File: src/stack_machine_executor_top_defines.svh
// Assertion macros for the stack machine executor modules, used by the back end.
`ifndef STACK_MACHINE_EXECUTOR_TOP_DEFINES_SVH
`define STACK_MACHINE_EXECUTOR_TOP_DEFINES_SVH
`ifndef SYNTH
// Same-cycle implication, sampled on clk, off while arst_n is low.
`define SME_ASSERT_NOW(lbl, ante, cons) \
	lbl: assert property (@(posedge clk) disable iff (!arst_n) (ante) |-> (cons)) \
		else $error("sme assertion failed");
// Next-cycle implication, sampled on clk, off while arst_n is low.
`define SME_ASSERT_NXT(lbl, ante, cons) \
	lbl: assert property (@(posedge clk) disable iff (!arst_n) (ante) |=> (cons)) \
		else $error("sme assertion failed");
`else
`define SME_ASSERT_NOW(lbl, ante, cons)
`define SME_ASSERT_NXT(lbl, ante, cons)
`endif
`endif

File: src/sme_pkg.sv
// Types and constants shared by the stack machine executor modules.
package sme_pkg;

	localparam int INSTR_W  = 8;
	localparam int OPND_W   = 5;
	localparam int DATA_W   = 32;
	localparam int LEN_W    = 9;
	localparam int PC_OUT_W = 9;
	localparam int DEPTH_W  = 8;
	localparam int STATUS_W = 3;

	localparam logic [LEN_W-1:0] LEN_RESET = 9'd256;

	// status / halt codes
	localparam logic [STATUS_W-1:0] ST_RUN      = 3'd0;
	localparam logic [STATUS_W-1:0] ST_END      = 3'd1;
	localparam logic [STATUS_W-1:0] ST_OVF      = 3'd2;
	localparam logic [STATUS_W-1:0] ST_UNF      = 3'd3;
	localparam logic [STATUS_W-1:0] ST_BAD_ADD  = 3'd4;
	localparam logic [STATUS_W-1:0] ST_BAD_SUB  = 3'd5;
	localparam logic [STATUS_W-1:0] ST_JZ_EMPTY = 3'd6;
	localparam logic [STATUS_W-1:0] ST_BAD_SWAP = 3'd7;

	typedef enum logic [2:0] {
		OP_NOP  = 3'd0,
		OP_PUSH = 3'd1,
		OP_POP  = 3'd2,
		OP_ADD  = 3'd3,
		OP_SUB  = 3'd4,
		OP_JZ   = 3'd5,
		OP_JMP  = 3'd6,
		OP_SWAP = 3'd7
	} opcode_t;

	// decoded instruction word, front to back
	typedef struct packed {
		opcode_t           op;
		logic [OPND_W-1:0] operand;
	} item_t;

	// one result word, back to output register
	typedef struct packed {
		logic [PC_OUT_W-1:0] next_pc;
		logic [DATA_W-1:0]   top_value;
		logic [DEPTH_W-1:0]  stack_depth;
		logic [STATUS_W-1:0] status;
	} res_t;

endpackage

File: src/sme_front.sv
// Front end: accepts instruction words, decodes them and queues them for the back end.
module sme_front (
	input  logic                         clk,
	input  logic                         arst_n,
	input  logic                         instr_valid,
	output logic                         instr_stall,
	input  logic [sme_pkg::INSTR_W-1:0]  instruction,
	output logic                         q_valid,
	output sme_pkg::item_t               q_item,
	input  logic                         q_pop
);

	sme_pkg::item_t fifo_q [2];
	logic           wr_ptr_q;
	logic           rd_ptr_q;
	logic [1:0]     fill_q;
	logic           push;
	sme_pkg::item_t dec;

	// decode opcode and operand fields
	always_comb begin
		dec.op      = sme_pkg::opcode_t'(instruction[sme_pkg::INSTR_W-1:sme_pkg::OPND_W]);
		dec.operand = instruction[sme_pkg::OPND_W-1:0];
	end

	assign instr_stall = (fill_q == 2'd2);
	assign push        = instr_valid && !instr_stall;
	assign q_valid     = (fill_q != 2'd0);
	assign q_item      = fifo_q[rd_ptr_q];

	// two-entry queue storage
	always_ff @(posedge clk) begin
		if (push) begin
			fifo_q[wr_ptr_q] <= dec;
		end
	end

	// queue pointers and fill level
	always_ff @(posedge clk or negedge arst_n) begin
		if (!arst_n) begin
			wr_ptr_q <= 1'b0;
			rd_ptr_q <= 1'b0;
			fill_q   <= 2'd0;
		end else begin
			if (push) begin
				wr_ptr_q <= !wr_ptr_q;
			end
			if (q_pop) begin
				rd_ptr_q <= !rd_ptr_q;
			end
			case ({push, q_pop})
				2'b10:   fill_q <= fill_q + 2'd1;
				2'b01:   fill_q <= fill_q - 2'd1;
				default: fill_q <= fill_q;
			endcase
		end
	end

endmodule

File: config.mk
export PLATFORM = sky130hd
export DESIGN_NAME = sme_front
export DESIGN_NICKNAME = d
export VERILOG_FILES = /design/src/stack_machine_executor_top_defines.svh /design/src/sme_pkg.sv /design/src/sme_front.sv
export SDC_FILE = /design/constraint.sdc
export NUM_CORES = 1
export LEC_CHECK = 0
export BUFFER_PORTS_ARGS = -buffer_cell sky130_fd_sc_hd__buf_2
export CAP_MARGIN = 20
export CORE_MARGIN = 8
export CORE_UTILIZATION = 48
export DETAILED_ROUTE_END_ITERATION = 6
export PLACE_DENSITY = 0.83
export SLEW_MARGIN = 15
export SYNTH_ARGS = -nofsm -noshare
export SYNTH_HDL_FRONTEND = slang
export SYNTH_SLANG_ARGS = --single-unit
File: constraint.sdc
create_clock -name clk -period 1.5 [get_ports clk]
set_input_delay 0.225 -clock clk [delete_from_list [all_inputs] [get_ports clk]]
set_output_delay 0.225 -clock clk [all_outputs]
set_load 0.02 [all_outputs]
==> impl_metrics.csv <==
group,metric,value,unit
yosys,synthFlopType,"edfxtp_1",
placed_design,port_buffers,21,
power,cellPowerDensity,2040,mW/mm^2
timing,fin_crit_sh,1.02,
placed_design,place_congestion,0.680,
power,p_int,1.47,mW
setup_path,cp_top_family,"flip-flops",
power,p_leak,0.460,nW
min_path,whs_endpoint,"fifo_q[1][3]$_DFFE_PP_",
detailed_routing,post-route-drc-count,0,
placed_design,dp_hpwl,976,microns
detailed_routing,drt_iter0_markers,5,
run_status,status,"finished with violations",
placed_design,placed_cells,80,
yosys,syn_area_per_cell,18.3,sq um
detailed_routing,vias,444,
yosys,synth_top_area_share,0.625,
yosys,synth_area,768,sq um
final_layout,layout-drive-gt1-share,0.556,
yosys,yosys_register_bits,20,
grt,grt_remaining_overflow,0,
clock_network,tritoncts.num_buffers,3,
power,p_sw,0.700,mW
min_path,hp-start,"instruction[3]",
grt,antenna_found_initial,0,
timing,fin_crit,1.52,ns
detailed_routing,avgRoutedWirePerCell,16.5,microns
power,pwr-share-comb,0.465,
floorplanning,io_pins,22,
floorplanning,initial_core_util,0.510,
final_layout,finalNetCount,86,
grt,grt_max_degree,12,
setup_path,crit_fanout,5,
setup_path,cp.depth,3,
yosys,synth_top_area_cell,"edfxtp_1",
flow_run,cap_violations,0,
clock_network,clock-sinks,20,
final_layout,syn2layout_area_growth,38.1,%
setup_path,ff2ff_setup_slack,0.13,ns
timing,slew_headroom,0.727,
timing,setup_slack,-0.0234,ns
setup_path,rr_endpoint,"fifo_q[1][0]$_DFFE_PP_",
yosys,syn_inst,42,
yosys,ys_warn_count,0,
yosys,synth.yosys.seq_area_share,0.756,
setup_path,crit_type,"reg2out",
yosys,syn_nets,55,
clock_network,htreeDepth,1,
power,ir_drop,1.10,mV
timing,tightest_slew,0.410,ns
min_path,whs_path_depth,1,
timing,hold_ws,0.110,ns
setup_path,worst-path-buf-inv,2,
power,power_frac_clock,0.139,
detailed_routing,vias_per_cell,5.05,
min_path,hp-class,"in2reg",
floorplanning,dieArea,0.00314,sq mm
detailed_routing,firstDrtPassIters,4,
floorplanning,die_h,56.0,microns
grt,grt_pass1_vias,541,
placed_design,dpl_cell_area,903,sq um
power,p_seq_frac,0.396,
clock_network,cts_tree,"built",
detailed_routing,wl,1450,microns
floorplanning,core_area,0.00151,sq mm
yosys,ys_async_sr_fraction,0.200,
setup_path,start_kind,"register",
final_layout,final_cell_count_no_fill,88,
clock_network,cts_buffer_depth,2,
run_status,violations,"negative setup slack",
yosys,synth_common_cells,"edfxtp_1 (16), mux2_1 (8), dfrtp_1 (4), xnor2_1 (3)",
setup_path,crit_top_cell,"buf_6",
setup_path,path_cells,"buf_6 > mux2_4 > buf_6",
timing,max_freq,0.656,GHz
yosys,synth.distinct_cells,13,
timing,rsz0062_at_grt,"true",
timing,setup_viol,8,
clock_network,clkSlewWorstSetupHoldPaths,0.11,ns
final_layout,fin_area,0.00106,sq mm
setup_path,crit_arrival,1.30,ns
grt,grtUsageTotal,0.0963,
setup_path,slowest_delay,0.43,ns
grt,grt_pass1_wl,2390,microns
final_layout,antenna_cells,0,
power,swShare,0.323,
clock_network,cts_root_buf,"clkbuf_4",
timing,hold_viol,0,
detailed_routing,antenna_left,0,
yosys,ys_top_cells_by_area,"edfxtp_1 (63%), dfrtp_1 (13%), mux2_1 (12%)",
setup_path,reg2reg_from,"fill_q[0]$_DFFE_PN0P_",
setup_path,reg2reg_depth,2,
setup_path,worst_setup_path_end_kind,"primary output",
timing,fin_worst_skew,0.0110,ns
clock_network,insertion_delay,0.29,ns
setup_path,slowest_stage,"dfrtp_2",
timing,slew_violations,0,
yosys,synth-edff-count,16,
floorplanning,num_rows,14,
setup_path,cp.required,1.27,ns
floorplanning,die_w,56.0,microns
yosys,synth.most_common_cell,"edfxtp_1",
placed cells by master, fill, tap and decap left out, drive strengths merged:
| master | n |
|---|---|
| nor2 | 2 |
| and3 | 1 |
| nand2b | 1 |
| edfxtp | 16 |
| dlygate4sd3 | 1 |
| or2 | 1 |
| xor2 | 2 |
| mux2 | 8 |
| nand2 | 1 |
| dfrtp | 4 |
| xnor2 | 3 |
| buf | 26 |
| clkbuf | 4 |
| inv | 1 |
| ha | 1 |
power by group through the flow:
stage	Clock (mW)	Combinational, mW	Sequential [mW]
after global placement	0	0.629	0.887
after floorplan	0	0.483	0.832
after global routing	0.331	1.08	0.868
after detailed placement	0	0.647	0.897
after CTS	0.310	1.02	0.853
final	0.301	1.01	0.858
per-stage QoR:
step | utilization | setup TNS (ns) | power (mW) | setup slack [ns]
after floorplan | - | 0 | 1.31 | 0.148
after global placement | 0.600 | 0 | 1.52 | 0.177
after detailed placement | 0.600 | 0 | 1.54 | 0.153
after CTS | 0.704 | -0.159 | 2.18 | -0.0271
after global routing | 0.704 | -0.468 | 2.28 | -0.0660
final | 0.704 | -0.138 | 2.17 | -0.0234
state kept, by name, indices dropped and copies added (netlist names):
signal	cells
wr_ptr_q	1
fifo_q	16
rd_ptr_q	1
fill_q	2
worst max path at each step:
| stage | slack, ns | to | from |
|---|---|---|---|
| global route | -0.07 | q_item[5] | rd_ptr_q$_DFFE_PN0P_ |
| detailed placement | 0.15 | fifo_q[1][5]$_DFFE_PP_ | fill_q[0]$_DFFE_PN0P_ |
| global placement | 0.18 | q_item[3] | rd_ptr_q$_DFFE_PN0P_ |
| floorplan | 0.15 | fifo_q[0][0]$_DFFE_PP_ | fill_q[0]$_DFFE_PN0P_ |
| CTS | -0.03 | q_item[3] | rd_ptr_q$_DFFE_PN0P_ |
| finish | -0.02 | q_item[3] | rd_ptr_q$_DFFE_PN0P_ |
layer usage:
| layer | share of wire | routed length [microns] | GRT usage | up-vias |
|---|---|---|---|---|
| met5 | 0 | 0 | 0 | - |
| met3 | 0.082 | 119 | 0.0434 | 0 |
| met4 | 0 | 0 | 0.0412 | 0 |
| met1 | 0.41 | 592 | 0.0983 | 211 |
| met2 | 0.51 | 737 | 0.165 | 19 |
| li1 | - | - | - | 214 |
layout make-up:
cell class / count / area [sq um]
Sequential cell: 20 / 582
Fill cell: 106 / 445
Timing Repair Buffer: 27 / 210
Multi-Input combinational cell: 20 / 209
Clock buffer: 4 / 36.3
Tap cell: 16 / 20.0
Inverter: 1 / 3.75
kinds of logic after synthesis:
| logic type | count (synthesis) | share of synthesized area |
|---|---|---|
| xor gates and xnor gates | 5 | 0.0570 |
| adders and majority gates | 1 | 0.0163 |
| buffers and inverters | 2 | 0.0114 |
| DFF | 20 | 0.756 |
| muxes | 8 | 0.117 |
| and+or+nand+nor | 6 | 0.0424 |
timing repair:
action	4_1_cts	5_1_grt
resized for setup	29	0
hold endpoints to repair	4	0
setup buffers	3	0
hold buffers	1	0
endpoints found under the setup margin	8	8
(Power assumes the default switching activity.)
